--- config.mk ---
export PLATFORM = sky130hd
export DESIGN_NAME = markup_tag_to_ansi_translator_unit
export DESIGN_NICKNAME = d
export VERILOG_FILES = /design/src/rtl/core/mtat_pkg.sv /design/src/rtl/core/mtat_dp.sv /design/src/rtl/core/mtat_ctrl.sv /design/src/rtl/core/markup_tag_to_ansi_translator_unit.sv
export VERILOG_INCLUDE_DIRS = /design/src /design/src/rtl/core
export SDC_FILE = /design/constraint.sdc
export NUM_CORES = 1
export LEC_CHECK = 0
export ABC_AREA = 1
export BUFFER_PORTS_ARGS = -buffer_cell sky130_fd_sc_hd__buf_2
export CORE_MARGIN = 3
export CORE_UTILIZATION = 55
export CTS_BUF_LIST = sky130_fd_sc_hd__clkbuf_8
export DETAILED_ROUTE_END_ITERATION = 10
export GPL_TIMING_DRIVEN = 0
export PLACE_DENSITY = 0.81
export SLEW_MARGIN = 0
export SYNTH_ARGS = -nofsm -noshare
export SYNTH_HDL_FRONTEND = slang
export SYNTH_SLANG_ARGS = --single-unit
--- constraint.sdc ---
create_clock -name clk -period 11.2 [get_ports clk]
set_clock_uncertainty 0.1 [all_clocks]
set_input_delay 0 -clock clk [delete_from_list [all_inputs] [get_ports clk]]
set_output_delay 0 -clock clk [all_outputs]
set_load 0.1 [all_outputs]
--- src/rtl/core/assert_macros.svh ---
// Assertion macros used by the top level of the tag translator.
// Needs signals named clk and rst_n in the scope of each use.
`ifndef ASSERT_MACROS_SVH
`define ASSERT_MACROS_SVH

// Consequent must hold in the same cycle as the antecedent.
`define ASSERT_SAME(lbl, ante, cons) \
  lbl: assert property (@(posedge clk) disable iff (!rst_n) (ante) |-> (cons)) \
    else $error("same-cycle check failed");

// Consequent must hold in the cycle after the antecedent.
`define ASSERT_NEXT(lbl, ante, cons) \
  lbl: assert property (@(posedge clk) disable iff (!rst_n) (ante) |=> (cons)) \
    else $error("next-cycle check failed");

`endif

--- src/rtl/core/mtat_pkg.sv ---
// Shared types, constants and lookup functions of the tag translator.
// Has no dependencies; used by mtat_ctrl, mtat_dp and the top level.
`default_nettype none

package mtat_pkg;

  localparam int HOLD_DEPTH_DEF = 16;
  localparam int MAX_RESULTS    = 32;
  localparam int RES_CW         = $clog2(MAX_RESULTS + 1);
  localparam int CFG_IDX_W      = 4;
  localparam int CFG_DATA_W     = 16;

  localparam logic [CFG_IDX_W-1:0] CFG_COLOR_ENABLE = CFG_IDX_W'(0);
  localparam logic [CFG_IDX_W-1:0] CFG_OUT_CAPACITY = CFG_IDX_W'(1);

  localparam logic [7:0] CH_ESC = 8'h1B;
  localparam logic [7:0] CH_LF  = 8'h0A;
  localparam logic [7:0] CH_CR  = 8'h0D;
  localparam logic [7:0] CH_LT  = 8'h3C;
  localparam logic [7:0] CH_GT  = 8'h3E;

  localparam logic [7:0] BANNER [8] = '{8'h54, 8'h6F, 8'h62, 8'h69,
                                        8'h6E, 8'h4D, 8'h55, 8'h44};

  typedef struct packed {
    logic [7:0] in_byte;
    logic       in_last;
  } in_item_t;

  typedef struct packed {
    logic        out_valid;
    logic [7:0]  out_byte;
    logic        out_last;
    logic [15:0] total_length;
  } out_item_t;

  typedef enum logic [2:0] {
    TAG_UNKNOWN,
    TAG_NAME,
    TAG_COLOR,
    TAG_BOLD,
    TAG_RESET
  } tag_cls_t;

  typedef enum logic [1:0] {
    BLK_NAME,
    BLK_COLOR,
    BLK_BOLD,
    BLK_RESET
  } blk_kind_t;

  typedef enum logic [2:0] {
    LIT_LT,
    LIT_GT,
    LIT_TAG,
    LIT_W0,
    LIT_W1
  } lit_sel_t;

  typedef struct packed {
    logic     load_item;
    logic     win_store;
    logic     win_shift;
    logic     tag_latch;
    logic     lit_load;
    lit_sel_t lit_sel;
    logic     lit_commit;
    logic     held_push;
    logic     flush_put;
    logic     flush_done;
    logic     blk_start;
    logic     blk_final;
    logic     blk_commit;
    logic     blk_put;
    logic     lit_put;
    logic     color_update;
    logic     end_put;
  } cmd_t;

  typedef struct packed {
    logic [1:0] wcnt;
    logic       win_tag;
    logic       last;
    tag_cls_t   tag_cls;
    logic       color_en;
    logic       lit_fits;
    logic       lit_break;
    logic       held_full;
    logic       held_pending;
    logic       blk_fits;
    logic       blk_last;
    logic       reset_fits;
    logic       out_free;
  } stat_t;

  function automatic tag_cls_t tag_classify(logic [7:0] t);
    tag_cls_t c;
    case (t)
      "h", "H": c = TAG_NAME;
      "r", "R", "g", "G", "b", "B", "y", "o", "Y", "O",
      "p", "m", "P", "M", "c", "C", "w", "W", "K", "k": c = TAG_COLOR;
      "d", "D": c = TAG_BOLD;
      "1", "z", "Z": c = TAG_RESET;
      default: c = TAG_UNKNOWN;
    endcase
    return c;
  endfunction

  function automatic logic [7:0] tag_digit(logic [7:0] t);
    logic [7:0] d;
    case (t)
      "r", "R": d = "1";
      "g", "G": d = "2";
      "b", "B": d = "4";
      "y", "o", "Y", "O": d = "3";
      "p", "m", "P", "M": d = "5";
      "c", "C": d = "6";
      "w", "W": d = "7";
      default: d = "0";
    endcase
    return d;
  endfunction

  function automatic logic [7:0] tag_bright(logic [7:0] t);
    logic [7:0] d;
    if (t == "k") begin
      d = "1";
    end else if (t == "K") begin
      d = "0";
    end else if (t >= "A" && t <= "Z") begin
      d = "1";
    end else begin
      d = "0";
    end
    return d;
  endfunction

  function automatic blk_kind_t blk_kind_of(tag_cls_t c);
    blk_kind_t k;
    case (c)
      TAG_NAME:  k = BLK_NAME;
      TAG_BOLD:  k = BLK_BOLD;
      TAG_RESET: k = BLK_RESET;
      default:   k = BLK_COLOR;
    endcase
    return k;
  endfunction

  function automatic logic [3:0] blk_len(blk_kind_t k);
    logic [3:0] n;
    case (k)
      BLK_NAME:  n = 4'd8;
      BLK_COLOR: n = 4'd7;
      default:   n = 4'd4;
    endcase
    return n;
  endfunction

  function automatic logic [7:0] blk_byte(blk_kind_t k, logic [7:0] t, logic [2:0] idx);
    logic [7:0] b;
    b = CH_ESC;
    case (k)
      BLK_NAME: begin
        b = BANNER[idx];
      end
      BLK_COLOR: begin
        case (idx)
          3'd0: b = CH_ESC;
          3'd1: b = "[";
          3'd2: b = tag_bright(t);
          3'd3: b = ";";
          3'd4: b = "3";
          3'd5: b = tag_digit(t);
          default: b = "m";
        endcase
      end
      default: begin
        case (idx)
          3'd0: b = CH_ESC;
          3'd1: b = "[";
          3'd2: b = (k == BLK_BOLD) ? 8'("1") : 8'("0");
          default: b = "m";
        endcase
      end
    endcase
    return b;
  endfunction

endpackage

`default_nettype wire

--- src/rtl/core/mtat_dp.sv ---
// Datapath of the tag translator: window, counters, held-break memory,
// escape generation, configuration registers and the output register.
// Depends on mtat_pkg; driven by commands from mtat_ctrl.
`default_nettype none

module mtat_dp #(
  parameter int HOLD_DEPTH = mtat_pkg::HOLD_DEPTH_DEF
) (
  input  logic                            clk,
  input  logic                            rst_n,
  input  logic                            cfg_we,
  input  logic [mtat_pkg::CFG_IDX_W-1:0]  cfg_index,
  input  logic [mtat_pkg::CFG_DATA_W-1:0] cfg_data,
  input  mtat_pkg::in_item_t              in_data,
  input  mtat_pkg::cmd_t                  cmd,
  output mtat_pkg::stat_t                 stat,
  input  logic                            out_stall,
  output logic                            out_valid,
  output mtat_pkg::out_item_t             out_data
);
  import mtat_pkg::*;

  localparam int HCW = $clog2(HOLD_DEPTH + 1);
  localparam int HIW = (HOLD_DEPTH > 1) ? $clog2(HOLD_DEPTH) : 1;

  logic              color_en_r, color_en_nxt;
  logic [15:0]       cap_r, cap_nxt;
  logic [7:0]        byte_r, byte_nxt;
  logic              last_r, last_nxt;
  logic [7:0]        win0_r, win0_nxt;
  logic [7:0]        win1_r, win1_nxt;
  logic [1:0]        wcnt_r, wcnt_nxt;
  logic [7:0]        tag_r, tag_nxt;
  logic [7:0]        lit_r, lit_nxt;
  logic [15:0]       written_r, written_nxt;
  logic              color_open_r, color_open_nxt;
  logic [HCW-1:0]    held_cnt_r, held_cnt_nxt;
  logic [HCW-1:0]    fidx_r, fidx_nxt;
  logic              held_rd_r;
  blk_kind_t         blk_kind_r, blk_kind_nxt;
  logic [2:0]        blk_idx_r, blk_idx_nxt;
  logic [RES_CW-1:0] res_cnt_r, res_cnt_nxt;
  logic              o_vld_r, o_vld_nxt;
  out_item_t         o_data_r, o_data_nxt;

  logic              held_mem [HOLD_DEPTH];

  tag_cls_t          tag_cls;
  logic [3:0]        cur_len;
  logic              put_any;
  logic              put_keep;
  out_item_t         put_item;

  assign tag_cls  = tag_classify(tag_r);
  assign cur_len  = blk_len(blk_kind_r);
  assign put_any  = cmd.flush_put | cmd.lit_put | cmd.blk_put | cmd.end_put;
  assign put_keep = put_any && (res_cnt_r < RES_CW'(MAX_RESULTS));

  always_comb begin
    put_item.out_valid    = 1'b1;
    put_item.out_last     = 1'b0;
    put_item.total_length = 16'd0;
    put_item.out_byte     = lit_r;
    if (cmd.end_put) begin
      put_item.out_valid    = 1'b0;
      put_item.out_byte     = 8'd0;
      put_item.out_last     = 1'b1;
      put_item.total_length = written_r;
    end else if (cmd.flush_put) begin
      put_item.out_byte = held_rd_r ? CH_CR : CH_LF;
    end else if (cmd.blk_put) begin
      put_item.out_byte = blk_byte(blk_kind_r, tag_r, blk_idx_r);
    end
  end

  always_comb begin
    color_en_nxt   = color_en_r;
    cap_nxt        = cap_r;
    byte_nxt       = byte_r;
    last_nxt       = last_r;
    win0_nxt       = win0_r;
    win1_nxt       = win1_r;
    wcnt_nxt       = wcnt_r;
    tag_nxt        = tag_r;
    lit_nxt        = lit_r;
    written_nxt    = written_r;
    color_open_nxt = color_open_r;
    held_cnt_nxt   = held_cnt_r;
    fidx_nxt       = fidx_r;
    blk_kind_nxt   = blk_kind_r;
    blk_idx_nxt    = blk_idx_r;
    res_cnt_nxt    = res_cnt_r;
    o_vld_nxt      = o_vld_r;
    o_data_nxt     = o_data_r;

    if (cfg_we) begin
      case (cfg_index)
        CFG_COLOR_ENABLE: color_en_nxt = cfg_data[0];
        CFG_OUT_CAPACITY: cap_nxt = cfg_data;
        default: ;
      endcase
    end

    if (cmd.load_item) begin
      byte_nxt    = in_data.in_byte;
      last_nxt    = in_data.in_last;
      res_cnt_nxt = '0;
    end
    if (cmd.win_store) begin
      if (wcnt_r == 2'd0) begin
        win0_nxt = byte_r;
      end else begin
        win1_nxt = byte_r;
      end
      wcnt_nxt = wcnt_r + 2'd1;
    end
    if (cmd.win_shift) begin
      win0_nxt = win1_r;
      win1_nxt = byte_r;
    end
    if (cmd.tag_latch) begin
      tag_nxt  = win1_r;
      wcnt_nxt = 2'd0;
    end
    if (cmd.lit_load) begin
      case (cmd.lit_sel)
        LIT_LT:  lit_nxt = CH_LT;
        LIT_GT:  lit_nxt = CH_GT;
        LIT_TAG: lit_nxt = tag_r;
        LIT_W0:  lit_nxt = win0_r;
        LIT_W1:  lit_nxt = win1_r;
        default: lit_nxt = lit_r;
      endcase
    end
    if (cmd.lit_commit) begin
      written_nxt = written_r + 16'd1;
    end
    if (cmd.held_push) begin
      held_cnt_nxt = held_cnt_r + HCW'(1);
    end
    if (cmd.flush_put) begin
      fidx_nxt = fidx_r + HCW'(1);
    end
    if (cmd.flush_done) begin
      held_cnt_nxt = '0;
      fidx_nxt     = '0;
    end
    if (cmd.blk_start) begin
      blk_kind_nxt = blk_kind_of(tag_cls);
      blk_idx_nxt  = 3'd0;
    end
    if (cmd.blk_final) begin
      blk_kind_nxt = BLK_RESET;
      blk_idx_nxt  = 3'd0;
    end
    if (cmd.color_update) begin
      color_open_nxt = (tag_cls != TAG_RESET);
    end
    if (cmd.blk_commit) begin
      written_nxt = written_r + {12'd0, cur_len};
    end
    if (cmd.blk_put) begin
      blk_idx_nxt = blk_idx_r + 3'd1;
    end

    if (o_vld_r && !out_stall) begin
      o_vld_nxt = 1'b0;
    end
    if (put_keep) begin
      o_vld_nxt   = 1'b1;
      o_data_nxt  = put_item;
      res_cnt_nxt = res_cnt_r + RES_CW'(1);
    end

    if (cmd.end_put) begin
      wcnt_nxt       = 2'd0;
      written_nxt    = 16'd0;
      color_open_nxt = 1'b0;
      held_cnt_nxt   = '0;
      fidx_nxt       = '0;
    end
  end

  always_ff @(posedge clk) begin
    if (!rst_n) begin
      color_en_r   <= 1'b1;
      cap_r        <= 16'hFFFF;
      wcnt_r       <= 2'd0;
      written_r    <= 16'd0;
      color_open_r <= 1'b0;
      held_cnt_r   <= '0;
      fidx_r       <= '0;
      res_cnt_r    <= '0;
      o_vld_r      <= 1'b0;
    end else begin
      color_en_r   <= color_en_nxt;
      cap_r        <= cap_nxt;
      wcnt_r       <= wcnt_nxt;
      written_r    <= written_nxt;
      color_open_r <= color_open_nxt;
      held_cnt_r   <= held_cnt_nxt;
      fidx_r       <= fidx_nxt;
      res_cnt_r    <= res_cnt_nxt;
      o_vld_r      <= o_vld_nxt;
    end
  end

  always_ff @(posedge clk) begin
    byte_r     <= byte_nxt;
    last_r     <= last_nxt;
    win0_r     <= win0_nxt;
    win1_r     <= win1_nxt;
    tag_r      <= tag_nxt;
    lit_r      <= lit_nxt;
    blk_kind_r <= blk_kind_nxt;
    blk_idx_r  <= blk_idx_nxt;
    o_data_r   <= o_data_nxt;
  end

  always_ff @(posedge clk) begin
    if (cmd.held_push) begin
      held_mem[held_cnt_r[HIW-1:0]] <= (lit_r == CH_CR);
    end
    held_rd_r <= held_mem[fidx_r[HIW-1:0]];
  end

  assign stat.wcnt         = wcnt_r;
  assign stat.win_tag      = (wcnt_r == 2'd2) && (win0_r == CH_LT) && (byte_r == CH_GT);
  assign stat.last         = last_r;
  assign stat.tag_cls      = tag_cls;
  assign stat.color_en     = color_en_r;
  assign stat.lit_fits     = ({1'b0, written_r} + 17'd1) < {1'b0, cap_r};
  assign stat.lit_break    = (lit_r == CH_LF) || (lit_r == CH_CR);
  assign stat.held_full    = held_cnt_r >= HCW'(HOLD_DEPTH);
  assign stat.held_pending = fidx_r < held_cnt_r;
  assign stat.blk_fits     = ({1'b0, written_r} + {13'd0, cur_len}) < {1'b0, cap_r};
  assign stat.blk_last     = blk_idx_r == 3'(cur_len - 4'd1);
  assign stat.reset_fits   = color_open_r && (({1'b0, written_r} + 17'd4) < {1'b0, cap_r});
  assign stat.out_free     = !o_vld_r || !out_stall;

  assign out_valid = o_vld_r;
  assign out_data  = o_data_r;

endmodule

`default_nettype wire

--- src/rtl/core/mtat_ctrl.sv ---
// Controller of the tag translator: sequences window decisions, literal
// and escape emission, break flushing and the end marker.
// Depends on mtat_pkg; drives mtat_dp through command and status structs.
`default_nettype none

module mtat_ctrl (
  input  logic            clk,
  input  logic            rst_n,
  input  logic            in_valid,
  output logic            in_stall,
  input  mtat_pkg::stat_t stat,
  output mtat_pkg::cmd_t  cmd
);
  import mtat_pkg::*;

  typedef enum logic [3:0] {
    S_IDLE,
    S_WIN,
    S_TAG,
    S_LIT,
    S_FLUSH,
    S_FLUSH_PUT,
    S_PUSH,
    S_PUT_LIT,
    S_BLK_CHK,
    S_BLK_PUT,
    S_RET,
    S_TAIL,
    S_RST_CHK,
    S_END
  } state_t;

  typedef enum logic [2:0] {
    J_TAG_T,
    J_TAG_GT,
    J_STEP_DONE,
    J_TAIL1,
    J_TAIL_DONE,
    J_RST_DONE
  } job_t;

  typedef enum logic [1:0] {
    AF_PUSH,
    AF_LIT,
    AF_BLK,
    AF_END
  } after_t;

  state_t state_r, state_nxt;
  job_t   job_r, job_nxt;
  after_t after_r, after_nxt;
  logic   noflush_r, noflush_nxt;

  assign in_stall = (state_r != S_IDLE);

  always_comb begin
    cmd         = '0;
    state_nxt   = state_r;
    job_nxt     = job_r;
    after_nxt   = after_r;
    noflush_nxt = noflush_r;

    case (state_r)
      S_IDLE: begin
        if (in_valid) begin
          cmd.load_item = 1'b1;
          state_nxt     = S_WIN;
        end
      end
      S_WIN: begin
        if (stat.wcnt != 2'd2) begin
          cmd.win_store = 1'b1;
          state_nxt     = S_TAIL;
        end else if (stat.win_tag) begin
          cmd.tag_latch = 1'b1;
          state_nxt     = S_TAG;
        end else begin
          cmd.lit_load  = 1'b1;
          cmd.lit_sel   = LIT_W0;
          cmd.win_shift = 1'b1;
          job_nxt       = J_STEP_DONE;
          state_nxt     = S_LIT;
        end
      end
      S_TAG: begin
        if (stat.tag_cls == TAG_UNKNOWN) begin
          cmd.lit_load = 1'b1;
          cmd.lit_sel  = LIT_LT;
          job_nxt      = J_TAG_T;
          state_nxt    = S_LIT;
        end else if (stat.color_en) begin
          cmd.blk_start    = 1'b1;
          cmd.color_update = (stat.tag_cls != TAG_NAME);
          noflush_nxt      = 1'b0;
          job_nxt          = J_STEP_DONE;
          state_nxt        = S_BLK_CHK;
        end else begin
          state_nxt = S_TAIL;
        end
      end
      S_LIT: begin
        if (!stat.lit_fits) begin
          state_nxt = S_RET;
        end else begin
          cmd.lit_commit = 1'b1;
          if (stat.lit_break) begin
            if (stat.held_full) begin
              after_nxt = AF_PUSH;
              state_nxt = S_FLUSH;
            end else begin
              cmd.held_push = 1'b1;
              state_nxt     = S_RET;
            end
          end else if (stat.held_pending) begin
            after_nxt = AF_LIT;
            state_nxt = S_FLUSH;
          end else begin
            state_nxt = S_PUT_LIT;
          end
        end
      end
      S_FLUSH: begin
        if (stat.held_pending) begin
          state_nxt = S_FLUSH_PUT;
        end else begin
          cmd.flush_done = 1'b1;
          case (after_r)
            AF_PUSH: state_nxt = S_PUSH;
            AF_LIT:  state_nxt = S_PUT_LIT;
            AF_BLK:  state_nxt = S_BLK_PUT;
            default: state_nxt = S_END;
          endcase
        end
      end
      S_FLUSH_PUT: begin
        if (stat.out_free) begin
          cmd.flush_put = 1'b1;
          state_nxt     = S_FLUSH;
        end
      end
      S_PUSH: begin
        cmd.held_push = 1'b1;
        state_nxt     = S_RET;
      end
      S_PUT_LIT: begin
        if (stat.out_free) begin
          cmd.lit_put = 1'b1;
          state_nxt   = S_RET;
        end
      end
      S_BLK_CHK: begin
        if (!stat.blk_fits) begin
          state_nxt = S_RET;
        end else begin
          cmd.blk_commit = 1'b1;
          if (noflush_r || !stat.held_pending) begin
            state_nxt = S_BLK_PUT;
          end else begin
            after_nxt = AF_BLK;
            state_nxt = S_FLUSH;
          end
        end
      end
      S_BLK_PUT: begin
        if (stat.out_free) begin
          cmd.blk_put = 1'b1;
          if (stat.blk_last) begin
            state_nxt = S_RET;
          end
        end
      end
      S_RET: begin
        case (job_r)
          J_TAG_T: begin
            cmd.lit_load = 1'b1;
            cmd.lit_sel  = LIT_TAG;
            job_nxt      = J_TAG_GT;
            state_nxt    = S_LIT;
          end
          J_TAG_GT: begin
            cmd.lit_load = 1'b1;
            cmd.lit_sel  = LIT_GT;
            job_nxt      = J_STEP_DONE;
            state_nxt    = S_LIT;
          end
          J_TAIL1: begin
            cmd.lit_load = 1'b1;
            cmd.lit_sel  = LIT_W1;
            job_nxt      = J_TAIL_DONE;
            state_nxt    = S_LIT;
          end
          J_TAIL_DONE: begin
            state_nxt = S_RST_CHK;
          end
          J_RST_DONE: begin
            after_nxt = AF_END;
            state_nxt = S_FLUSH;
          end
          default: begin
            state_nxt = S_TAIL;
          end
        endcase
      end
      S_TAIL: begin
        if (!stat.last) begin
          state_nxt = S_IDLE;
        end else if (stat.wcnt == 2'd0) begin
          state_nxt = S_RST_CHK;
        end else begin
          cmd.lit_load = 1'b1;
          cmd.lit_sel  = LIT_W0;
          job_nxt      = (stat.wcnt == 2'd2) ? J_TAIL1 : J_TAIL_DONE;
          state_nxt    = S_LIT;
        end
      end
      S_RST_CHK: begin
        if (stat.reset_fits) begin
          cmd.blk_final = 1'b1;
          noflush_nxt   = 1'b1;
          job_nxt       = J_RST_DONE;
          state_nxt     = S_BLK_CHK;
        end else begin
          after_nxt = AF_END;
          state_nxt = S_FLUSH;
        end
      end
      S_END: begin
        if (stat.out_free) begin
          cmd.end_put = 1'b1;
          state_nxt   = S_IDLE;
        end
      end
      default: begin
        state_nxt = S_IDLE;
      end
    endcase
  end

  always_ff @(posedge clk) begin
    if (!rst_n) begin
      state_r   <= S_IDLE;
      job_r     <= J_STEP_DONE;
      after_r   <= AF_END;
      noflush_r <= 1'b0;
    end else begin
      state_r   <= state_nxt;
      job_r     <= job_nxt;
      after_r   <= after_nxt;
      noflush_r <= noflush_nxt;
    end
  end

endmodule

`default_nettype wire

--- src/rtl/core/markup_tag_to_ansi_translator_unit.sv ---
// Top level of the markup tag to ANSI escape translator.
// Depends on mtat_pkg, mtat_ctrl, mtat_dp and assert_macros.svh.
//
// The block takes one message byte per request and handles one request at a
// time, so the input stalls until the controller is back in idle. A byte may
// only enter the window, or push the oldest window byte out as text, which is
// held when it is a CR or LF and dropped for lack of room. A known tag with
// color on emits its escape or name, or is dropped for lack of room; with
// color off it is dropped. An unknown tag goes out as text with its brackets.
// Flushing held breaks reads the held-break memory through a registered read
// port. The final byte of a message emits each leftover window byte, the
// closing reset escape and the end marker. A put waits while the output
// stalls. Configuration writes are always ready and must only be issued
// between messages or while no request is in work.
`default_nettype none

module markup_tag_to_ansi_translator_unit #(
  parameter int HOLD_DEPTH = mtat_pkg::HOLD_DEPTH_DEF
) (
  input  logic                            clk,
  input  logic                            rst_n,
  input  logic                            in_valid,
  output logic                            in_stall,
  input  mtat_pkg::in_item_t              in_data,
  output logic                            out_valid,
  input  logic                            out_stall,
  output mtat_pkg::out_item_t             out_data,
  input  logic                            cfg_valid,
  output logic                            cfg_ready,
  input  logic [mtat_pkg::CFG_IDX_W-1:0]  cfg_index,
  input  logic [mtat_pkg::CFG_DATA_W-1:0] cfg_data
);
  import mtat_pkg::*;

  `include "assert_macros.svh"

  cmd_t  cmd;
  stat_t stat;
  logic  cfg_we;
  logic  any_put;

  assign cfg_ready = 1'b1;
  assign cfg_we    = cfg_valid & cfg_ready;
  assign any_put   = cmd.lit_put | cmd.blk_put | cmd.flush_put | cmd.end_put;

  mtat_ctrl u_ctrl (
    .clk      (clk),
    .rst_n    (rst_n),
    .in_valid (in_valid),
    .in_stall (in_stall),
    .stat     (stat),
    .cmd      (cmd)
  );

  mtat_dp #(
    .HOLD_DEPTH (HOLD_DEPTH)
  ) u_dp (
    .clk       (clk),
    .rst_n     (rst_n),
    .cfg_we    (cfg_we),
    .cfg_index (cfg_index),
    .cfg_data  (cfg_data),
    .in_data   (in_data),
    .cmd       (cmd),
    .stat      (stat),
    .out_stall (out_stall),
    .out_valid (out_valid),
    .out_data  (out_data)
  );

  `ASSERT_SAME(a_put_needs_free, any_put, stat.out_free)
  `ASSERT_SAME(a_push_not_full, cmd.held_push, !stat.held_full)
  `ASSERT_SAME(a_commit_fits, cmd.lit_commit, stat.lit_fits)
  `ASSERT_NEXT(a_end_clears, cmd.end_put, (stat.wcnt == 2'd0) && !stat.held_pending)

endmodule

`default_nettype wire

# Word-level counts from Yosys, hierarchy flattened
# Memory sizes are Yosys's and may differ from the RTL's. A register that Yosys moved wholly into a read port is not among the register bits.
# Cells that the tools add are included.
# word_totals
ff_bits,135
mem_bits_rw,16
mem_bits_ro,448
out_inout_bits,29
word_cells,309
memories,3
# memory_table
name,words,width,rd,rd_clocked_by_memory_dff,write_ports,line_no,text
(name not given),128,3,1,1,0,mtat_pkg.sv:98,case (t)
(name not given),8,8,1,0,0,mtat_pkg.sv:164,b = BANNER[idx];
u_dp.held_mem,16,1,1,1,1,mtat_dp.sv:46,logic held_mem [HOLD_DEPTH];
# op_classes
n_addsub,11
magnitude_cmp,9
eq_ne,86
muxes,118
bitwise,5
n_reduce_logical,52
# ops
operator,n
"equality test 8 x 7 -> 1 bit, second input constant",20
two-way mux 8 bit,12
two-way mux 4 bit,21
one-hot mux 4 bit (14 select lines),1
less-than comparator 17 x 16 -> 1 bit,3
one-hot mux 8 bit (6 select lines),1
two-way mux 3 bit,14
one-hot mux 8 bit (5 select lines),1
two-way mux 1 bit,36
one-hot mux 4 bit (3 select lines),3
"!= test 2 bit, second input constant",17
two-way mux 16 bit,2
"equality test 4 bit, second input constant",6
one-hot mux 8 bit (3 select lines),1
two-way mux 2 bit,11
one-hot mux 3 bit (7 select lines),1
"equality test 3 x 2 -> 1 bit, second input constant",6
"equality test 3 bit, second input constant",6
two-way mux 6 bit,3
"adder 16 x 1 -> 17 bit, second input constant",1
"adder 16 x 3 -> 17 bit, second input constant",1
adder 16 x 4 -> 17 bit,1
two-way mux 17 bit,1
"adder 16 x 1 -> 16 bit, second input constant",1
55 further kinds,111

# Logic depth before layout (Yosys ltp)
# Gate-level depths: netlist of run 1.
# depth
ltp_word,9
mapped_depth,32

# Modules after synthesis
# From an unflattened synthesis of run 1, not the netlist that was laid out.
# hier_totals
hier_cells,1328
hier_area_um2,10138.5
# modules_own_cells
mod,n_inst,cells_per_inst,area_each_um2,seq_area_each_um2
mtat_dp,1,1075,8883.5,3763.6
mtat_ctrl,1,251,1243.7,200.2
markup_tag_to_ansi_translator_unit,1,2,11.3,0.0

# Worst setup path before layout of run 1
# OpenSTA, ideal clock, no wires.
# synth_timing
path_type,flip-flop to flip-flop
startpoint,register u_dp.blk_kind_r[1]
endpoint,register u_dp.written_r[11]
setup_ns,0.124
arrival_time_ns,4.173
required_ns,10.976
setup_slack_ns,6.802
path_stages_with_launch,29
synth_period_minus_slack_ns,4.398
cell_sequence,dfxtp_1 nor2_1 inv_1 ha_1 a21oi_1 nor2_1 o21ai_0 nor2_1 nand3_1 nor2_1 xor2_1 ha_1 nand4_1 inv_1 nand4_2 clkinv_1 nand3_4 nand3_4 nor2_1 ha_1 nand3_1 nand2_1 nand2_1 a21oi_1 nand2_1 nor3_1 nand2_1 nand2_1 a21oi_2
# synth_via
elab_chain_cells,7
elab_cells_between_ends,10
# synth_rtl
element,line_no,text
"start, declared",mtat_dp.sv:40,"blk_kind_t blk_kind_r, blk_kind_nxt;"
"start signal, assigned",mtat_dp.sv:215,blk_kind_r <= blk_kind_nxt;
equality test 2 x 1 -> 1 bit or logical NOT 2 bit (tied branches),mtat_pkg.sv:151,case (k)
one-hot mux 4 bit (2 select lines) *,mtat_pkg.sv:151,
adder 16 x 4 -> 17 bit,mtat_dp.sv:236,"assign stat.blk_fits = ({1'b0, written_r} + {13'd0, cur_len}) < {1'b0, cap_r};"
less-than comparator 17 x 16 -> 1 bit,mtat_dp.sv:236,
two-way mux 1 bit,mtat_ctrl.sv:152,if (!stat.blk_fits) begin
two-way mux 1 bit,mtat_ctrl.sv:63,case (state_r)
two-way mux 16 bit or nonzero test 2 bit (tied branches),--,
"end signal, assigned",mtat_dp.sv:199,written_r <= written_nxt;
"end, declared",mtat_dp.sv:35,"logic [15:0] written_r, written_nxt;"
# Every way passes the cells marked *; elsewhere a longest branch is shown, timed or not.
# A chain may end at the register's enable or synchronous reset.

# Worst setup path in the final report of run 1
# Ends and elaborated chain as after synthesis.

==> flow_metrics.py, run 1 <==
metrics = {
    "synth": {
        "synthAdderAreaFrac_pct": 9.66,
        "yosysWarnings": 0,
        "syn_inst": 1273,
        "synth_area_sq_mm": 0.0101,
        "synth_compound_area_share_pct": 13.8,
        "synth_top_area_cell": "edfxtp_1",
        "ys_ff_latch": 155,
        "ys_seq_area_share_pct": 39.4,
        "synth-simple-area-share_pct": 24.8,
        "synth.area.top_cells": "edfxtp_1 (26%), dfxtp_1 (14%), ha_1 (9.5%)",
        "synth_nets": 1384,
        "muxShareOfSynthArea_pct": 0,
        "synth_top_family_by_area": "simple AND/OR/NAND/NOR gates",
        "yosysUniqueCellTypes": 55,
        "synth_top_area_share_pct": 25.7,
        "synth-xor-area-share_pct": 3.83,
        "synth.avg_cell_area_sq_um": 7.90,
    },
    "global_route": {
        "met3_usage_pct": 4.04,
        "grt_pass1_vias": 8532,
        "grtUsageMet2_pct": 44.5,
        "grtUsageTotal_pct": 25.3,
        "grt_pass1_wl_mm": 40.9,
        "use_met1_pct": 31.9,
        "grt_max_degree": 32,
        "antenna_found_initial": 0,
        "overflow": 0,
        "busiest_layer": "met2",
    },
    "power": {
        "p_switching_uw": 705,
        "ir_worst_vdd_mv": 0.166,
        "pwr-share-comb_pct": 33.1,
        "p_per_area_mw_per_mm2": 155,
        "leakagePower_nw": 5.09,
        "seq_power_share_pct": 41.7,
        "p_clk_share_pct": 25.3,
        "swShare_pct": 40.0,
        "p_int_mw": 1.06,
        "p_total_mw": 1.76,
    },
    "cts": {
        "cts_buffer_depth": 2,
        "numCtsBuffers": 17,
        "cts_tree": "done",
        "clk_pin_slew_worst_paths_ns": 0.09,
        "cts.sinks": 155,
        "ctsRootBufferMaster": "clkbuf_8",
        "htree_levels": 4,
        "insertion_delay_ns": 0.48,
        "post-cts-setup-buffer-count": 0,
    },
    "min_path": {
        "holdPathStages": 2,
        "hold_class": "primary input to flip-flop",
    },
    "setup_path": {
        "crit_buf_inv": 2,
        "critPathKind": "flip-flop to flip-flop",
        "worstSetupEndpointType": "flip-flop",
        "arrival_ns": 5.71,
        "startpoint_type": "flip-flop",
        "r2r_cells": 28,
        "cpMaxStageDelayCell": "nor2_1",
        "ff2ff_setup_slack_ns": 5.75,
        "crit_cells": 28,
        "critPathTopFamily": "simple AND/OR/NAND/NOR gates",
        "cp_slowest_stage_delay_ns": 0.43,
        "worst-path-max-fanout": 7,
        "worstPathRequired_ns": 11.46,
        "path_common_cell": "nand2_1",
    },
    "placed_design": {
        "place_congestion": 0.958,
        "portBuffers": 60,
        "hpwl_mm": 19.1,
        "dp.cells": 1558,
        "pre_cts_ws_ns": 5.92,
    },
    "timing": {
        "final.setup.tns_ns": 0,
        "hold_violations": 0,
        "fmax_ghz": 0.183,
        "whs_ns": 0.127,
        "setup_viol": 0,
        "post-route-period-util_pct": 48.7,
        "tightest_slew_ns": 1.32,
        "setup_ws_ns": 5.75,
        "min_period_ns": 5.45,
        "report.final.slew_viol_count": 0,
        "relSlewSlack_pct": 12.2,
        "rsz0062_at_grt": "false",
    },
    "die": {
        "ioPinCount": 63,
        "core_sq_mm": 0.0176,
        "rows": 48,
        "fp.dieW_um": 141,
        "die_y_um": 141,
        "die_area_sq_mm": 0.0199,
        "initial_core_util_pct": 57.1,
    },
    "detailed_routing": {
        "drtIter0Drc": 678,
        "viasPerCell": 5.54,
        "vias": 8983,
        "firstDrtPassIters": 5,
        "wl_per_cell_um": 15.5,
        "drt_wl_total_mm": 25.1,
        "drc": 0,
        "antenna_left": 0,
    },
    "finish": {
        "area.sequential_sq_mm": 0.00396,
        "num_antenna_cells": 0,
        "stdcell_count": 1622,
        "layout_common_cells": "nand2_1 (228), inv_1 (175), nor2_1 (155)",
        "drive_above_1_share_pct": 12.0,
        "num-nets-final": 1495,
        "area_growth_pct": 13.0,
        "layout_commonest_cell": "nand2_1",
        "fillers": 1527,
        "multiInputGateArea_sq_mm": 0.00524,
    },
    "outcome": {
        "status": "complete, no violations",
    },
    "job": {
        "maxCapViolations": 0,
    },
}
==> state kept, by name (all words and copies together), names as in the netlist, 5 cells and up, named ones only <==
name / count
u_dp.byte_r: 8
u_dp.out_data: 26
u_dp.written_r: 16
u_dp.held_cnt_r: 5
u_dp.res_cnt_r: 6
u_dp.tag_r: 8
u_dp.lit_r: 8
u_dp.win0_r: 8
u_dp.held_mem: 16
u_dp.cap_r: 16
u_dp.win1_r: 8
u_dp.fidx_r: 5
==> per-stage QoR <==
| step | util, % | cell area (sq um) |
|---|---|---|
| after CTS | 64.6 | 11400 |
| after global placement | 60.4 | 10600 |
| after floorplan | - | 10100 |
| after global routing | 64.6 | 11400 |
| after detailed placement | 60.4 | 10600 |
| final | 64.6 | 11400 |
==> cell usage after synthesis (all sizes together) <==
cell type / number
a2111oi: 2
a211oi: 3
a21o: 1
a21oi: 105
a22oi: 6
a311oi: 1
a31o: 1
a31oi: 4
and2: 1
and3: 1
buf: 13
clkbuf: 10
clkinv: 6
conb: 1
dfxtp: 69
edfxtp: 86
fa: 1
ha: 76
inv: 182
nand2: 240
nand3: 72
nand3b: 4
nand4: 24
nor2: 165
nor3: 28
nor3b: 2
nor4: 6
o2111ai: 5
o211ai: 9
o21ai: 83
o21bai: 1
o221ai: 8
o22ai: 8
o31ai: 1
or2: 3
or3: 1
xnor2: 2
xor2: 42
==> worst register-to-register path: cells and delay by family, from the launching register on <==
family,cells,cell delay [ns]
xor gates and xnor gates,1,0.21
AOI/OAI and AO/OA,4,0.66
buffers and inverters,2,0.27
DFF,1,0.40
adders and majority gates,3,0.83
and+or+nand+nor,18,2.91
==> worst paths after layout <==
path	from	to
worst max-delay path	u_dp.blk_kind_r[1]	u_dp.written_r[11]
worst min-delay path	in_data[4]	u_dp.byte_r[3]
worst max register to register	u_dp.blk_kind_r[1]	u_dp.written_r[11]
worst min register to register	u_dp.win1_r[0]	u_dp.tag_r[0]
==> cell type report <==
type / instances / share of cell area [%]
multi-input combinational: 907 / 46.1
sequential: 155 / 34.9
inverter: 188 / 6.21
timing repair buffer: 92 / 5.46
tap: 225 / 2.48
clock buffer: 17 / 2.06
clock inverter: 15 / 1.53
buffer: 23 / 1.27
==> power groups by stage <==
stage	Clock (mW)	Sequential [mW]	Combinational, mW
5_1_grt	0.471	0.742	0.647
3_5_place_dp	0	0.746	0.566
6_report	0.445	0.734	0.583
4_1_cts	0.452	0.733	0.577
3_3_place_gp	0	0.743	0.557
2_1_floorplan	0	0.797	0.378
==> metal layers <==
metal  vias up  routed length, um  share of wire, %
met5         -                  0                 0
met4         0                466               1.9
met3        45               1380               5.5
met2       285              12400                50
met1      4140              10800                43
li1       4513                  -                 -
==> kinds of logic (layout without fill, tap and decap cells) <==
group / after synthesis / in the layout
AOI/OAI and AO/OA: 238 / 238
xor gates and xnor gates: 44 / 44
DFF: 155 / 155
and+or+nand+nor: 547 / 547
adders and majority gates: 77 / 77
other: 1 / 1
buffers and inverters: 211 / 335
==> what timing repair did <==
item | 4_1_cts | 5_1_grt
endpoints found under the hold margin | 39 | 0
hold buffers | 32 | 0
resized for setup | 0 | 0
Note: power is estimated with default switching activity, not from simulation.
==> run 2, diff against run 1 <==
Settings changed: ABC_AREA 1 to 0, PLACE_DENSITY 0.81 to 0.84.
Clock period 11.2 ns to 4.91 ns, I/O delays scaled along.
==> flow_metrics.py, run 2 <==
metrics = {
    "synth": {
        "synth_area_sq_mm": 0.00976,
        "synth_top_area_cell": "edfxtp_1",
        "synth.avg_cell_area_sq_um": 9.40,
        "ys.flop_type": "edfxtp_1",
        "ys_seq_area_share_pct": 40.6,
        "syn_inst": 1039,
        "synth.area.top_cells": "edfxtp_1 (26%), dfxtp_1 (14%), ha_1 (9.7%)",
        "synth_top_area_share_pct": 26.5,
        "synth_nets": 1150,
        "yosysUniqueCellTypes": 84,
        "synthArstFlopShare_pct": 0,
        "yosysWarnings": 0,
        "yosys-top-cells-count": "nor2_1 (100), nand2_1 (96), edfxtp_1 (86), ha_1 (76), dfxtp_1 (69)",
        "ys_ff_latch": 155,
        "post-synth-top-count-cell": "nor2_1",
        "synth_edf_count": 86,
    },
    "placed_design": {
        "dp.cells": 1326,
        "portBuffers": 61,
        "hpwl_mm": 18.2,
        "placed_area_sq_mm": 0.0104,
        "place_congestion": 0.967,
    },
    "finish": {
        "finalCoreUtilization_pct": 66.3,
        "layout_common_cells": "nand2_1 (95), nor2_1 (95), edfxtp_1 (86)",
        "stdcell_count": 1405,
        "final_cell_area_sq_mm": 0.0115,
        "area.sequential_sq_mm": 0.00397,
        "drive_above_1_share_pct": 16.8,
        "area_growth_pct": 17.9,
        "fillers": 1331,
        "largest_reg_flops": 26,
        "num_antenna_cells": 0,
        "multiInputGateArea_sq_mm": 0.00565,
        "num-nets-final": 1278,
    },
    "global_route": {
        "overflow": 0,
        "grt_max_degree": 32,
        "grt_pass1_vias": 8012,
        "grt_pass1_wl_mm": 40.7,
        "grtUsageTotal_pct": 25.6,
        "antenna_found_initial": 0,
    },
    "timing": {
        "relSlewSlack_pct": 12.2,
        "fmax_ghz": 0.207,
        "post-route-period-util_pct": 98.2,
        "final.setup.tns_ns": 0,
        "tightest_slew_ns": 1.31,
        "report.final.slew_viol_count": 0,
        "rsz0062_at_grt": "true",
        "min_period_ns": 4.82,
        "hold_violations": 0,
        "setup_viol": 0,
    },
    "setup_path": {
        "timing.rr.start": "u_dp.blk_kind_r[1]",
        "critPathKind": "flip-flop to flip-flop",
        "crit_chain": "nand2b_1 > buf_4 > xnor2_1 > ha_2 > or3_4 > o22ai_4 > nor2_2 > xor2_1 > ha_1 > a21oi_2 > o21ai_2 > buf_4 > nor4_4 > o211ai_4 > nor2_4 > nand2_1 > ha_1 > fa_2 > a21oi_2 > nor2b_4 > o22ai_4 > o311ai_0 > o41ai_1",
        "cp_slowest_stage_delay_ns": 0.38,
        "worstSetupStartpoint": "u_dp.blk_kind_r[1]",
        "startpoint_type": "flip-flop",
        "ff2ff_setup_slack_ns": 0.09,
        "r2r_cells": 23,
        "crit_end": "u_dp.written_r[12]",
        "worstSetupEndpointType": "flip-flop",
        "arrival_ns": 5.08,
        "worstPathRequired_ns": 5.16,
        "r2r_end": "u_dp.written_r[12]",
        "cpMaxStageDelayCell": "dfxtp_4",
        "worst-path-max-fanout": 7,
    },
    "power": {
        "pwr-share-comb_pct": 32.1,
        "p_total_mw": 4.10,
        "p_per_area_mw_per_mm2": 356,
        "p_clk_share_pct": 27.3,
        "leakagePower_nw": 4.79,
        "seq_power_share_pct": 40.6,
        "p_switching_mw": 1.56,
        "swShare_pct": 38.0,
        "ir_worst_vdd_mv": 0.236,
        "p_int_mw": 2.54,
    },
    "die": {
        "initial_core_util_pct": 56.3,
        "die_y_um": 139,
        "die_area_sq_mm": 0.0194,
        "fp.dieW_um": 139,
        "ioPinCount": 63,
        "core_sq_mm": 0.0174,
        "rows": 48,
    },
    "min_path": {
        "hold_class": "primary input to flip-flop",
    },
    "detailed_routing": {
        "wl_met2_mm": 11.5,
        "vias": 8474,
        "top_layer": "met4",
        "wl_met3_mm": 2.10,
        "firstDrtPassIters": 8,
        "antenna_left": 0,
        "wl_per_cell_um": 18.2,
        "drt_wl_total_mm": 25.6,
        "met1_length_mm": 11.2,
        "drc": 0,
        "viasPerCell": 6.03,
        "drtIter0Drc": 793,
    },
    "outcome": {
        "status": "complete, no violations",
    },
    "job": {
        "maxCapViolations": 0,
    },
    "cts": {
        "clk_pin_slew_worst_paths_ns": 0.10,
        "cts_buffer_depth": 2,
        "insertion_delay_ns": 0.46,
        "ctsRootBufferMaster": "clkbuf_8",
        "numCtsBuffers": 17,
        "cts.sinks": 155,
        "cts_tree": "done",
        "htree_levels": 4,
    },
}
run 2: worst min path at each step:
stage	startpoint	to	slack, ns	cells past startpoint
2_1_floorplan	in_data[1]	u_dp.byte_r[0]	-0.001	0
3_3_place_gp	in_data[3]	u_dp.byte_r[2]	0.08	1
3_5_place_dp	in_data[0]	u_dp.last_r	0.08	1
4_1_cts	cfg_index[0]	u_dp.cap_r[0]	0.008	5
5_1_grt	cfg_index[0]	u_dp.cap_r[0]	0.06	5
6_report	cfg_index[0]	u_dp.cap_r[0]	0.02	5
run 2: metal layers:
layer	vias to the layer above	GRT usage, %
met4	0	9.53
met5	-	0
met2	405	39.4
met1	3925	35.7
met3	75	5.67
li1	4069	-
run 2: cells by family (layout without fill, tap and decap cells):
kind of cell               after synthesis  count (layout)  synth area share [%]
and+or+nand+nor                        394             394                  20.7
xor gates and xnor gates                54              54                  4.84
adders and majority gates               77              77                  9.94
buffers and inverters                  100             239                  4.11
AOI/OAI and AO/OA                      227             229                  15.8
muxes                                   31              31                  3.96
DFF                                    155             155                  40.6
other                                    1               1                0.0384
run 2: timing repair:
action / in CTS / in global routing
gates resized for setup: 19 / 46
setup buffers: 7 / 9
hold endpoints to repair: 36 / 0
pin swaps: 7 / 19
gates cloned: 0 / 2
endpoints found under the setup margin: 16 / 34
hold buffers: 30 / 0
run 2: final cells by class:
class | count | share of cell area (%)
Timing Repair Buffer | 108 | 6.37
Buffer | 49 | 2.01
Clock buffer | 17 | 2.03
Inverter | 50 | 1.63
Sequential cell | 155 | 34.5
Multi-Input combinational cell | 786 | 49.0
Clock inverter | 15 | 1.98
Tap cell | 225 | 2.45
run 2: worst max-delay path, delay by kind of cell, from the launching register on:
kind / cells / cell delay (ns)
AOI/OAI and AO/OA: 8 / 1.30
and+or+nand+nor: 7 / 1.16
adders and majority gates: 4 / 1.15
DFF: 1 / 0.38
buffers and inverters: 2 / 0.32
xor gates and xnor gates: 2 / 0.31
run 2: power groups by stage:
stage	combinational (mW)	clock, mW	sequential, mW
floorplan	0.747	0	1.80
global placement	1.16	0	1.68
detailed placement	1.17	0	1.68
CTS	1.23	1.13	1.65
global route	1.42	1.19	1.68
finish	1.32	1.12	1.67
run 2: through the flow:
| stage | hold slack (ns) | setup slack [ns] |
|---|---|---|
| 3_5_place_dp | 0.0781 | -0.837 |
| 2_1_floorplan | -0.00113 | 0.293 |
| 4_1_cts | 0.00839 | 0.0218 |
| 3_3_place_gp | 0.0761 | -0.672 |
| 5_1_grt | 0.0602 | -0.0711 |
| 6_report | 0.0227 | 0.0878 |
==> run 3, diff against run 2 <==
Settings changed: PLACE_DENSITY 0.84 to 0.83.
==> flow_metrics.py, run 3 (synthesized netlist as in run 2, its figures left out) <==
metrics = {
    "setup_path": {
        "worstSetupEndpointType": "flip-flop",
        "crit_chain": "nand2b_1 > clkbuf_4 > xnor2_2 > ha_1 > or3_1 > o22ai_4 > nor2_1 > xor2_1 > ha_1 > a21oi_1 > o21ai_2 > nor4_2 > o211ai_2 > buf_6 > nor3_4 > ha_1 > a21o_1 > a21oi_2 > nor2b_2 > o211a_1 > o21ai_4 > or3_1 > a21oi_1",
        "worst-path-max-fanout": 9,
        "critPathKind": "flip-flop to flip-flop",
        "arrival_ns": 5.13,
        "cp_slowest_stage_delay_ns": 0.39,
        "worstPathRequired_ns": 5.15,
        "cpMaxStageDelayCell": "dfxtp_4",
        "startpoint_type": "flip-flop",
        "path_common_cell": "ha_1",
    },
    "placed_design": {
        "hpwl_mm": 18.3,
        "portBuffers": 61,
        "pre_cts_ws_ns": -0.828,
        "place_congestion": 1.01,
        "placed_area_sq_mm": 0.0104,
    },
    "min_path": {
        "hold_class": "primary input to flip-flop",
    },
    "cts": {
        "cts.sinks": 155,
        "ctsRootBufferMaster": "clkbuf_8",
        "cts_buffer_depth": 2,
        "cts_tree": "done",
        "clk_pin_slew_worst_paths_ns": 0.10,
        "insertion_delay_ns": 0.48,
        "numCtsBuffers": 17,
        "htree_levels": 4,
    },
    "timing": {
        "setup_viol": 0,
        "relSlewSlack_pct": 8.53,
        "hold_violations": 0,
        "report.final.slew_viol_count": 0,
        "setup_ws_ns": 0.0202,
        "min_period_ns": 4.89,
        "post-route-period-util_pct": 99.6,
        "fmax_ghz": 0.205,
        "final.setup.tns_ns": 0,
        "tightest_slew_ns": 1.36,
    },
    "job": {
        "maxCapViolations": 0,
    },
    "die": {
        "ioPinCount": 63,
        "die_area_sq_mm": 0.0194,
        "die_y_um": 139,
        "core_sq_mm": 0.0174,
        "rows": 48,
        "fp.dieW_um": 139,
        "initial_core_util_pct": 56.3,
    },
    "power": {
        "p_clk_share_pct": 24.5,
        "pwr-share-comb_pct": 33.8,
        "leakagePower_nw": 4.76,
        "p_per_area_mw_per_mm2": 349,
        "swShare_pct": 40.5,
        "p_switching_mw": 1.62,
        "p_int_mw": 2.38,
        "p_total_mw": 4.00,
        "ir_worst_vdd_mv": 0.252,
        "seq_power_share_pct": 41.7,
    },
    "finish": {
        "num_antenna_cells": 0,
        "finalCoreUtilization_pct": 66.0,
        "drive_above_1_share_pct": 16.8,
        "area_growth_pct": 17.4,
        "layout_common_cells": "nand2_1 (95), nor2_1 (94), edfxtp_1 (86)",
        "largest_reg_flops": 26,
        "num-nets-final": 1278,
        "layout_commonest_cell": "nand2_1",
        "final_cell_area_sq_mm": 0.0115,
    },
    "detailed_routing": {
        "vias": 8576,
        "viasPerCell": 6.10,
        "wl_per_cell_um": 18.4,
        "firstDrtPassIters": 6,
        "drc": 0,
        "drtIter0Drc": 912,
        "drt_wl_total_mm": 25.9,
        "antenna_left": 0,
    },
    "global_route": {
        "grtUsageTotal_pct": 26.1,
        "grt_pass1_wl_mm": 41.1,
        "grt_pass1_vias": 8008,
        "grt_max_degree": 32,
        "antenna_found_initial": 0,
        "overflow": 0,
    },
    "outcome": {
        "status": "complete, no violations",
    },
}
run 3: what timing repair did:
| action | in CTS | in global routing |
|---|---|---|
| pin swaps | 7 | 23 |
| resized for setup | 23 | 47 |
| setup buffers | 6 | 9 |
| hold buffers | 31 | 0 |
| endpoints found under the hold margin | 36 | 0 |
| setup endpoints to repair | 31 | 29 |
| cloned | 1 | 0 |
run 3: power groups by stage:
stage	logic, mW	clock network [mW]	registers, mW
after global placement	1.16	0	1.68
after CTS	1.24	0.985	1.65
after global routing	1.45	1.04	1.68
after floorplan	0.747	0	1.80
after detailed placement	1.17	0	1.68
final	1.35	0.980	1.67
run 3: cell type report:
cell class	count	area, sq um
clock buffers	17	234
flip-flops and latches	155	3970
well taps	225	282
inverters	50	188
repair buffers	108	743
clock inverters	15	156
multi-input cells	785	5660
fillers	1337	5890
plain buffers	50	235
run 3: per-stage QoR:
step	cells	hold slack, ns
CTS	1396	0.0376
finish	1405	0.0558
global route	1405	0.0661
floorplan	1039	-0.00113
detailed placement	1326	0.0784
global placement	1325	0.0761
run 3: path summary, 6_finish.rpt:
| check | cells after the start | start | endpoint | slack (ns) |
|---|---|---|---|---|
| max | 23 | u_dp.blk_kind_r[1] | u_dp.written_r[15] | 0.02 |
| min | 6 | cfg_index[1] | u_dp.cap_r[0] | 0.06 |
| max reg2reg | 23 | u_dp.blk_kind_r[1] | u_dp.written_r[15] | 0.02 |
| min reg2reg | 0 | u_dp.byte_r[0] | u_dp.win1_r[0] | 0.38 |
run 3: layer usage:
layer  share of wire [%]  global-route usage, %  up-vias
met5                   0                      0        -
met4                 2.3                   8.19        0
met3                 8.9                   4.91       61
met2                  46                   41.3      412
met1                  43                   36.4     4031
li1                    -                      -     4072
run 3: worst max-delay path, delay by kind of cell, from the launching register on:
kind / cells / cell delay, ns
AOI/OAI and AO/OA: 9 / 1.46
and+or+nand+nor: 7 / 1.24
adders and majority gates: 3 / 0.81
DFF: 1 / 0.39
buffers and inverters: 2 / 0.38
xor gates and xnor gates: 2 / 0.34
